`src/hw/rtl/fpfa_pkg.sv`:
```
`default_nettype none
package fpfa_pkg;

   localparam int BLOCKS_DEF    = 16;
   localparam int SIZE_BITS_DEF = 16;

   localparam logic [1:0] MODE_CLEAR = 2'd0;
   localparam logic [1:0] MODE_LOAD  = 2'd1;
   localparam logic [1:0] MODE_REQ   = 2'd2;

   localparam logic [1:0] POLICY_FIRST = 2'd0;
   localparam logic [1:0] POLICY_BEST  = 2'd1;
   localparam logic [1:0] POLICY_WORST = 2'd2;
   localparam logic [1:0] POLICY_NONE  = 2'd3;

   typedef enum logic [1:0] {
      ST_IDLE,
      ST_SCAN,
      ST_DRAIN,
      ST_RESP
   } state_type;

   typedef struct packed {
      logic clear_pick;
      logic cmp_en;
   } scan_ctl_type;

   typedef struct packed {
      logic idle;
      logic out_load;
   } seq_stat_type;

endpackage
`default_nettype wire

```
`src/hw/rtl/fpfa_table.sv`:
```
`default_nettype none
module fpfa_table #(
   parameter int BLOCKS    = fpfa_pkg::BLOCKS_DEF,
   parameter int SIZE_BITS = fpfa_pkg::SIZE_BITS_DEF,
   parameter int IDX_BITS  = (BLOCKS > 1) ? $clog2(BLOCKS) : 1,
   parameter int CNT_BITS  = $clog2(BLOCKS + 1)
) (
   input  wire logic                 clock,
   input  wire logic                 reset,
   input  wire logic                 clr,
   input  wire logic                 load,
   input  wire logic [SIZE_BITS-1:0] load_size,
   input  wire logic [IDX_BITS-1:0]  rd_addr,
   input  wire logic                 mark_en,
   input  wire logic [IDX_BITS-1:0]  mark_idx,
   output logic      [SIZE_BITS-1:0] rd_size,
   output logic                      rd_used,
   output logic      [CNT_BITS-1:0]  count
);

   logic [SIZE_BITS-1:0] mem [BLOCKS];
   logic [BLOCKS-1:0]    used_ff;
   logic [BLOCKS-1:0]    used_in;
   logic [CNT_BITS-1:0]  count_ff;
   logic [CNT_BITS-1:0]  count_in;
   logic [SIZE_BITS-1:0] rd_size_ff;
   logic                 rd_used_ff;
   logic                 room;

   assign room = (count_ff < CNT_BITS'(BLOCKS));

   always_comb begin
      used_in  = used_ff;
      count_in = count_ff;
      if (clr) begin
         used_in  = '0;
         count_in = '0;
      end else if (load && room) begin
         used_in[count_ff[IDX_BITS-1:0]] = 1'b0;
         count_in = count_ff + CNT_BITS'(1);
      end else if (mark_en) begin
         used_in[mark_idx] = 1'b1;
      end
   end

   always_ff @(posedge clock) begin
      if (reset) begin
         used_ff  <= '0;
         count_ff <= '0;
      end else begin
         used_ff  <= used_in;
         count_ff <= count_in;
      end
   end

   always_ff @(posedge clock) begin
      if (load && !clr && room) begin
         mem[count_ff[IDX_BITS-1:0]] <= load_size;
      end
      rd_size_ff <= mem[rd_addr];
      rd_used_ff <= used_ff[rd_addr];
   end

   assign rd_size = rd_size_ff;
   assign rd_used = rd_used_ff;
   assign count   = count_ff;

endmodule
`default_nettype wire

```
`src/hw/rtl/fpfa_fit.sv`:
```
`default_nettype none
module fpfa_fit #(
   parameter int SIZE_BITS = fpfa_pkg::SIZE_BITS_DEF,
   parameter int IDX_BITS  = 4
) (
   input  wire logic                  clock,
   input  wire logic                  reset,
   input  wire fpfa_pkg::scan_ctl_type ctl,
   input  wire logic [IDX_BITS-1:0]   cmp_idx,
   input  wire logic [SIZE_BITS-1:0]  cand_size,
   input  wire logic                  cand_used,
   input  wire logic [SIZE_BITS-1:0]  need,
   input  wire logic [1:0]            policy,
   output logic                       granted,
   output logic      [SIZE_BITS-1:0]  pick_size,
   output logic      [IDX_BITS-1:0]   pick_idx
);

   logic                 found_ff;
   logic                 found_in;
   logic [SIZE_BITS-1:0] pick_size_ff;
   logic [SIZE_BITS-1:0] pick_size_in;
   logic [IDX_BITS-1:0]  pick_idx_ff;
   logic [IDX_BITS-1:0]  pick_idx_in;
   logic                 fits;
   logic                 take;

   assign fits = (cand_size >= need);

   always_comb begin
      case (policy)
         fpfa_pkg::POLICY_FIRST: take = fits && !found_ff;
         fpfa_pkg::POLICY_BEST:  take = fits && (!found_ff || cand_size < pick_size_ff);
         fpfa_pkg::POLICY_WORST: take = !found_ff || cand_size > pick_size_ff;
         default:                take = 1'b0;
      endcase
   end

   always_comb begin
      found_in     = found_ff;
      pick_size_in = pick_size_ff;
      pick_idx_in  = pick_idx_ff;
      if (ctl.clear_pick) begin
         found_in = 1'b0;
      end else if (ctl.cmp_en && !cand_used && take) begin
         found_in     = 1'b1;
         pick_size_in = cand_size;
         pick_idx_in  = cmp_idx;
      end
   end

   always_ff @(posedge clock) begin
      if (reset) begin
         found_ff <= 1'b0;
      end else begin
         found_ff <= found_in;
      end
      pick_size_ff <= pick_size_in;
      pick_idx_ff  <= pick_idx_in;
   end

   assign granted   = found_ff && ((policy != fpfa_pkg::POLICY_WORST) || (pick_size_ff >= need));
   assign pick_size = pick_size_ff;
   assign pick_idx  = pick_idx_ff;

endmodule
`default_nettype wire

```
`src/hw/rtl/fpfa_seq.sv`:
```
`default_nettype none
module fpfa_seq #(
   parameter int IDX_BITS = 4,
   parameter int CNT_BITS = 5
) (
   input  wire logic                   clock,
   input  wire logic                   reset,
   input  wire logic                   start,
   input  wire logic [CNT_BITS-1:0]    count,
   input  wire logic                   out_busy,
   output logic      [IDX_BITS-1:0]    rd_addr,
   output logic      [IDX_BITS-1:0]    cmp_idx,
   output fpfa_pkg::scan_ctl_type      ctl,
   output fpfa_pkg::seq_stat_type      stat
);

   fpfa_pkg::state_type state_ff;
   fpfa_pkg::state_type state_in;
   logic [IDX_BITS-1:0] idx_ff;
   logic [IDX_BITS-1:0] idx_in;
   logic [IDX_BITS-1:0] cmp_idx_ff;
   logic                cmp_en_ff;
   logic                issue;
   logic                last;

   assign last = ((CNT_BITS'(idx_ff) + CNT_BITS'(1)) == count);

   always_comb begin
      state_in = state_ff;
      case (state_ff)
         fpfa_pkg::ST_IDLE: begin
            if (start) begin
               state_in = (count == '0) ? fpfa_pkg::ST_RESP : fpfa_pkg::ST_SCAN;
            end
         end
         fpfa_pkg::ST_SCAN: begin
            if (last) begin
               state_in = fpfa_pkg::ST_DRAIN;
            end
         end
         fpfa_pkg::ST_DRAIN: state_in = fpfa_pkg::ST_RESP;
         fpfa_pkg::ST_RESP: begin
            if (!out_busy) begin
               state_in = fpfa_pkg::ST_IDLE;
            end
         end
         default: state_in = fpfa_pkg::ST_IDLE;
      endcase
   end

   always_comb begin
      issue          = 1'b0;
      idx_in         = idx_ff;
      ctl.clear_pick = 1'b0;
      ctl.cmp_en     = cmp_en_ff;
      stat.idle      = 1'b0;
      stat.out_load  = 1'b0;
      case (state_ff)
         fpfa_pkg::ST_IDLE: begin
            stat.idle      = 1'b1;
            ctl.clear_pick = start;
            idx_in         = '0;
         end
         fpfa_pkg::ST_SCAN: begin
            issue  = 1'b1;
            idx_in = idx_ff + IDX_BITS'(1);
         end
         fpfa_pkg::ST_DRAIN: begin
         end
         fpfa_pkg::ST_RESP: begin
            stat.out_load = !out_busy;
         end
         default: begin
         end
      endcase
   end

   always_ff @(posedge clock) begin
      if (reset) begin
         state_ff  <= fpfa_pkg::ST_IDLE;
         cmp_en_ff <= 1'b0;
      end else begin
         state_ff  <= state_in;
         cmp_en_ff <= issue;
      end
      idx_ff     <= idx_in;
      cmp_idx_ff <= idx_ff;
   end

   assign rd_addr    = idx_ff;
   assign cmp_idx    = cmp_idx_ff;

endmodule
`default_nettype wire

```
`src/hw/rtl/fixed_partition_fit_allocator_top.sv`:
```
// Clear and load words leave the block idle, so it stays ready for the next word.
// A request word scans the loaded entries one per cycle through a single compare
// unit fed by the size memory's registered read port, one request at a time.
// Reset (synchronous, active high) empties the table, clears all used marks,
// sets the fit policy to first fit and drops any pending result word.
`default_nettype none
module fixed_partition_fit_allocator_top #(
   parameter int BLOCKS    = fpfa_pkg::BLOCKS_DEF,
   parameter int SIZE_BITS = fpfa_pkg::SIZE_BITS_DEF,
   parameter int IDX_BITS  = (BLOCKS > 1) ? $clog2(BLOCKS) : 1
) (
   input  wire logic                 clock,
   input  wire logic                 reset,
   input  wire logic                 csr_wr_en,
   input  wire logic [1:0]           csr_wr_data,
   input  wire logic                 req_valid,
   output logic                      req_ready,
   input  wire logic [1:0]           req_mode,
   input  wire logic [SIZE_BITS-1:0] req_size,
   output logic                      rsp_valid,
   input  wire logic                 rsp_ready,
   output logic                      rsp_granted,
   output logic      [SIZE_BITS-1:0] rsp_granted_size,
   output logic      [IDX_BITS-1:0]  rsp_block_index
);

   localparam int CNT_BITS = $clog2(BLOCKS + 1);

   logic                   policy_ff;
   logic [1:0]             policy_q_ff;
   logic [SIZE_BITS-1:0]   need_ff;
   logic                   rsp_valid_ff;
   logic                   rsp_granted_ff;
   logic [SIZE_BITS-1:0]   rsp_size_ff;
   logic [IDX_BITS-1:0]    rsp_idx_ff;
   logic                   req_fire;
   logic                   start;
   logic                   out_busy;
   logic [IDX_BITS-1:0]    rd_addr;
   logic [IDX_BITS-1:0]    cmp_idx;
   logic [SIZE_BITS-1:0]   cand_size;
   logic                   cand_used;
   logic [CNT_BITS-1:0]    count;
   logic                   granted;
   logic [SIZE_BITS-1:0]   pick_size;
   logic [IDX_BITS-1:0]    pick_idx;
   fpfa_pkg::scan_ctl_type ctl;
   fpfa_pkg::seq_stat_type stat;

   assign req_ready = stat.idle;
   assign req_fire  = req_valid && req_ready;
   assign start     = req_fire && (req_mode == fpfa_pkg::MODE_REQ);
   assign out_busy  = rsp_valid_ff && !rsp_ready;

   always_ff @(posedge clock) begin
      if (reset) begin
         policy_ff    <= 1'b0;
         policy_q_ff  <= fpfa_pkg::POLICY_FIRST;
         rsp_valid_ff <= 1'b0;
      end else begin
         if (csr_wr_en) begin
            policy_ff   <= 1'b1;
            policy_q_ff <= csr_wr_data;
         end
         if (stat.out_load) begin
            rsp_valid_ff <= 1'b1;
         end else if (rsp_ready) begin
            rsp_valid_ff <= 1'b0;
         end
      end
      if (start) begin
         need_ff <= req_size;
      end
      if (stat.out_load) begin
         rsp_granted_ff <= granted;
         rsp_size_ff    <= granted ? pick_size : '0;
         rsp_idx_ff     <= granted ? pick_idx : '0;
      end
   end

   fpfa_table #(
      .BLOCKS    (BLOCKS),
      .SIZE_BITS (SIZE_BITS),
      .IDX_BITS  (IDX_BITS),
      .CNT_BITS  (CNT_BITS)
   ) u_table (
      .clock     (clock),
      .reset     (reset),
      .clr       (req_fire && (req_mode == fpfa_pkg::MODE_CLEAR)),
      .load      (req_fire && (req_mode == fpfa_pkg::MODE_LOAD)),
      .load_size (req_size),
      .rd_addr   (rd_addr),
      .mark_en   (stat.out_load && granted),
      .mark_idx  (pick_idx),
      .rd_size   (cand_size),
      .rd_used   (cand_used),
      .count     (count)
   );

   fpfa_seq #(
      .IDX_BITS (IDX_BITS),
      .CNT_BITS (CNT_BITS)
   ) u_seq (
      .clock    (clock),
      .reset    (reset),
      .start    (start),
      .count    (count),
      .out_busy (out_busy),
      .rd_addr  (rd_addr),
      .cmp_idx  (cmp_idx),
      .ctl      (ctl),
      .stat     (stat)
   );

   fpfa_fit #(
      .SIZE_BITS (SIZE_BITS),
      .IDX_BITS  (IDX_BITS)
   ) u_fit (
      .clock     (clock),
      .reset     (reset),
      .ctl       (ctl),
      .cmp_idx   (cmp_idx),
      .cand_size (cand_size),
      .cand_used (cand_used),
      .need      (need_ff),
      .policy    (policy_q_ff),
      .granted   (granted),
      .pick_size (pick_size),
      .pick_idx  (pick_idx)
   );

   assign rsp_valid        = rsp_valid_ff;
   assign rsp_granted      = rsp_granted_ff;
   assign rsp_granted_size = rsp_size_ff;
   assign rsp_block_index  = rsp_idx_ff;

`ifndef ASSERT_OFF
   a_busy_after_req: assert property (@(posedge clock) disable iff (reset)
      start |=> !req_ready)
      else $error("ready high right after request word");

   a_grant_in_table: assert property (@(posedge clock) disable iff (reset)
      stat.out_load && granted |-> CNT_BITS'(pick_idx) < count)
      else $error("granted entry beyond loaded count");

   a_grant_fits: assert property (@(posedge clock) disable iff (reset)
      stat.out_load && granted |-> pick_size >= need_ff)
      else $error("granted partition smaller than request");

   a_deny_zero: assert property (@(posedge clock) disable iff (reset)
      rsp_valid_ff && !rsp_granted_ff |-> rsp_size_ff == '0 && rsp_idx_ff == '0)
      else $error("denied word carries nonzero fields");

   a_policy_bad_denies: assert property (@(posedge clock) disable iff (reset)
      stat.out_load && policy_ff && (policy_q_ff == fpfa_pkg::POLICY_NONE) |-> !granted)
      else $error("grant under unused policy code");
`endif

endmodule
`default_nettype wire

```
`config.mk`:
```
export PLATFORM = sky130hd
export DESIGN_NAME = fixed_partition_fit_allocator_top
export DESIGN_NICKNAME = d
export VERILOG_FILES = /design/src/hw/rtl/fpfa_pkg.sv /design/src/hw/rtl/fpfa_table.sv /design/src/hw/rtl/fpfa_fit.sv /design/src/hw/rtl/fpfa_seq.sv /design/src/hw/rtl/fixed_partition_fit_allocator_top.sv
export SDC_FILE = /design/constraint.sdc
export NUM_CORES = 1
export LEC_CHECK = 0
export ABC_CLOCK_PERIOD_IN_PS = 9750
export BUFFER_PORTS_ARGS = -buffer_cell sky130_fd_sc_hd__buf_2
export CORE_MARGIN = 5
export CORE_UTILIZATION = 35
export DETAILED_ROUTE_END_ITERATION = 10
export GPL_ROUTABILITY_DRIVEN = 0
export HOLD_SLACK_MARGIN = 0.08
export PLACE_DENSITY_LB_ADDON = 0.05
export SKIP_LAST_GASP = 1
export SYNTH_ARGS = -nofsm -noshare
export SYNTH_HDL_FRONTEND = slang
export SYNTH_HIERARCHICAL = 1
export SYNTH_SLANG_ARGS = --single-unit
```
`constraint.sdc`:
```
create_clock -name clock -period 9.75 [get_ports clock]
set_input_delay 0.975 -clock clock [delete_from_list [all_inputs] [get_ports clock]]
set_output_delay 0.975 -clock clock [all_outputs]
set_load 0.02 [all_outputs]
```
==> flow_summary.toml <==
[cts]
cts_max_level = 2
postCtsSetupBuffers = 0
cts-root-buf = "sky130_fd_sc_hd__clkbuf_16"
cts_inserted_buffers = 42
clock_insertion_delay_worst_skew_ps = 550
clkSinkCount = 366
cts_hold_repair.buffers = 0
ctsLongestPathBuffers = 3
tritoncts = "yes"
cts.repair.resized = 0
worst_setup_hold_path_clk_slew_ps = 60

[worst_setup_path]
rr_startpoint = "u_seq/state_ff[0]"
critical_path_peak_fanout = 16
cp.required_ps = 9920
worst-path-stages = 7
worst-endpoint-arrival_ps = 3940
setup.worst_path.end_class = "register"
worst_flop_to_flop_path_endpoint = "u_table/mem[7][11]"
critPathSlowestCell = "sky130_fd_sc_hd__nor2_2"
critical_path_startpoint_category = "register"
cp_cell_sequence = "inv_1 -> ha_1 -> nand2_1 -> nor3b_1 -> nor2b_1 -> nand2_1 -> nor2_2"
critical_path.max_stage_delay_ps = 950
critical-path-top-delay-family = "simple AND/OR/NAND/NOR gates"
r2r_slack_ps = 5980
critPathMostFrequentCell = "sky130_fd_sc_hd__nand2_1"
critPathLaunch = "u_seq/state_ff[0]"
ff2ff_path_depth = 7
path_class = "register to register"
worstSetupEndpoint = "u_table/mem[7][11]"
path_buf_inv = 1

[timing]
timing.final.crit_period_ps = 3770
max-slew-margin-rel_pct = 24.9
worstMarginPinSlew_ps = 1130
setup_violations = 0
fin_crit_sh_pct = 38.7
hold_violations = 0
setup_repair_after_global_routing_missed_its_margin = "false"
finalMaxSlewViolations = 0
fmax_mhz = 265
timing.final.ws_setup_ps = 5980
finClkSkew_ps = 18.1
totalNegativeSetupSlack_ps = 0

[routing]
vias_per_cell = 5.17
router_iterations_before_antenna_repair = 5
number_of_drc_markers_after_the_initial_detailed_route_iteration = 445
drcViolationCount = 0
drt-total-wl_um = 35600
dr_wl_cell_um = 23.7
detail-route-antenna-nets = 0
dr_total_vias = 7762

[run]
maxCapViolations = 0

[yosys]
synthesis.nets = 940
yosys.area.top_type_share_pct = 63.9
synth-edff-count = 317
synth_flop_cell = "sky130_fd_sc_hd__edfxtp_1"
yosysWarnings = 6
syn_avg_cell_area_sq_um = 17.4
ys_seq_area_share_pct = 70.5
synth.distinct_cells = 58
synthArstFlopShare_pct = 0
synth_area_sq_um = 14900
syn_inst = 858
ys_seq_elements = 366
synth.area.top_cells = "sky130_fd_sc_hd__edfxtp_1 64%, sky130_fd_sc_hd__mux4_2 8.6%, sky130_fd_sc_hd__dfxtp_1 6.6%"
synth_largest_area_cell = "sky130_fd_sc_hd__edfxtp_1"

[global_routing]
first_global_vias = 8181
overflow = 0
grt-busiest-layer = "met2"
grt_pass1_wl_um = 52900
use_met2_pct = 25.9
grt_use_met3_pct = 2.48
grt_max_degree = 72
grt_use_met1_pct = 20.1
antenna_found_initial = 0
gr-usage-all-layers_pct = 15.2

[placed_design]
place.detailed.hpwl_um = 23700
io_buffer_count = 47
preCtsSetupSlack_ps = 5700

[pwr]
irDropWorstVdd_mv = 0.145
p_leak_nw = 5.99
power.density_cell_area_nw_per_um2 = 261

[floorplanning]
ios = 48
die_h_um = 216
design.die.area_sq_um = 46800
die_outline_width_um = 216
floorplan.core_area_sq_um = 42000
number_of_rows_created_at_floorplan = 75
initial_utilization_pct = 35.4

[cells_and_area]
n_antenna_cell = 0
drive_above_1_share_pct = 23.5
areaGrowthSynthToFinish_pct = 15.6
finalNetCount = 1011

[run_status]
outcome = "finished clean"

[worst_hold_path]
timing.hold.worst.class = "register to register"
## through the flow
step           total power, W  cells  hold WS [ps]  utilization, %  area (sq um)
5_1_grt               0.00470   1501           399            41.0         17200
2_1_floorplan         0.00254    858           386               -         14900
4_1_cts               0.00456   1501           379            41.0         17200
3_3_place_gp          0.00287   1424           365            37.5         15700
3_5_place_dp          0.00289   1424           372            37.5         15700
6_report              0.00449   1501           372            41.0         17200
## layer usage
layer | vias up | wire [um]
met5 | - | 0
met4 | 0 | 922
met3 | 65 | 1420
met2 | 163 | 17700
met1 | 4002 | 15600
li1 | 3532 | -
## synthesized netlist by cell type, drive strengths merged, types with 2 or more instances
cell type,n
a211o,2
a211oi,6
a21o,3
a21oi,37
a221oi,2
a22oi,34
a31oi,2
and2,26
and3,3
buf,16
clkbuf,13
dfxtp,49
edfxtp,317
ha,57
inv,40
mux2i,2
mux4,68
nand2,49
nand2b,7
nand3,3
nand4,8
nor2,31
nor2b,12
nor3,4
nor3b,4
o211a,3
o211ai,2
o21a,4
o21ai,22
o21ba,2
or2,6
or3,3
xnor2,3
xor2,4
## cell families (layout without fill, tap and decap cells)
family          after synthesis  in the layout  share of synthesized area [%]
compound gates              127            127                           5.60
flops                       366            366                           70.5
fa+ha+maj                    57             57                           4.79
simple gates                161            161                           5.70
buf+inv                      69            173                           2.21
xor+xnor                      8              8                          0.563
mux                          70             70                           10.7
## worst min path at each step
| stage | endpoint | depth (start not counted) | slack (ps) | startpoint |
|---|---|---|---|---|
| after global placement | u_seq/cmp_idx[0] | 0 | 360 | u_seq/rd_addr[0] |
| after floorplan | u_fit/pick_idx[0] | 0 | 390 | u_seq/cmp_idx[0] |
| after detailed placement | u_seq/cmp_idx[0] | 0 | 370 | u_seq/rd_addr[0] |
| after CTS | u_seq/cmp_idx[0] | 0 | 380 | u_seq/rd_addr[0] |
| final | u_seq/cmp_idx[0] | 0 | 370 | u_seq/rd_addr[0] |
| after global routing | u_seq/cmp_idx[0] | 0 | 400 | u_seq/rd_addr[0] |
## layout by cell type (no fill, tap or decap), types with 4 or more instances in the layout
master	netlist	layout
sky130_fd_sc_hd__dfxtp_1	49	49
sky130_fd_sc_hd__mux4_1	11	11
sky130_fd_sc_hd__clkinv_2	0	8
sky130_fd_sc_hd__nand2b_1	6	6
sky130_fd_sc_hd__mux4_2	57	57
sky130_fd_sc_hd__o21ai_0	22	22
sky130_fd_sc_hd__nand2_1	49	49
sky130_fd_sc_hd__and2_2	16	16
sky130_fd_sc_hd__and2_1	10	10
sky130_fd_sc_hd__clkinv_1	0	7
sky130_fd_sc_hd__nand4_1	8	8
sky130_fd_sc_hd__xor2_1	4	4
sky130_fd_sc_hd__nor2b_1	11	10
sky130_fd_sc_hd__edfxtp_1	317	317
sky130_fd_sc_hd__clkbuf_16	0	43
sky130_fd_sc_hd__clkbuf_1	13	4
sky130_fd_sc_hd__inv_1	40	40
sky130_fd_sc_hd__buf_2	8	47
sky130_fd_sc_hd__buf_4	1	9
sky130_fd_sc_hd__a22oi_1	34	34
sky130_fd_sc_hd__bufinv_16	0	8
sky130_fd_sc_hd__a21oi_1	37	37
sky130_fd_sc_hd__or2_2	6	6
sky130_fd_sc_hd__nor2_1	31	15
sky130_fd_sc_hd__nor2_2	0	16
sky130_fd_sc_hd__o21a_1	4	4
sky130_fd_sc_hd__a211oi_1	6	6
sky130_fd_sc_hd__ha_1	57	57
sky130_fd_sc_hd__nor3_1	4	4
## registers in the layout (all words and copies together), names as in the netlist, 4 cells and up
register          flops
need_ff              16
u_seq/cmp_idx         4
u_seq/rd_addr         4
u_table/rd_size      16
rsp_granted_size     16
u_table/mem         256
u_table/count         5
rsp_block_index       4
u_fit/pick_size      16
u_table/used_ff      16
u_fit/pick_idx        4
## cell type report
class,count,area (sq um)
timing repair buffer,56,303
inverter,40,150
clock inverter,27,340
fill,3776,24800
sequential,366,10500
clock buffer,50,1130
multi-input combinational,423,4120
tap,539,674
## power by group
group          total [W]  internal [W]  switching (W)
Combinational   0.000961      0.000392       0.000569
Clock            0.00165       0.00104       0.000614
Sequential       0.00187       0.00180      0.0000689
Total            0.00449       0.00324        0.00125
(Power assumes the default switching activity.)
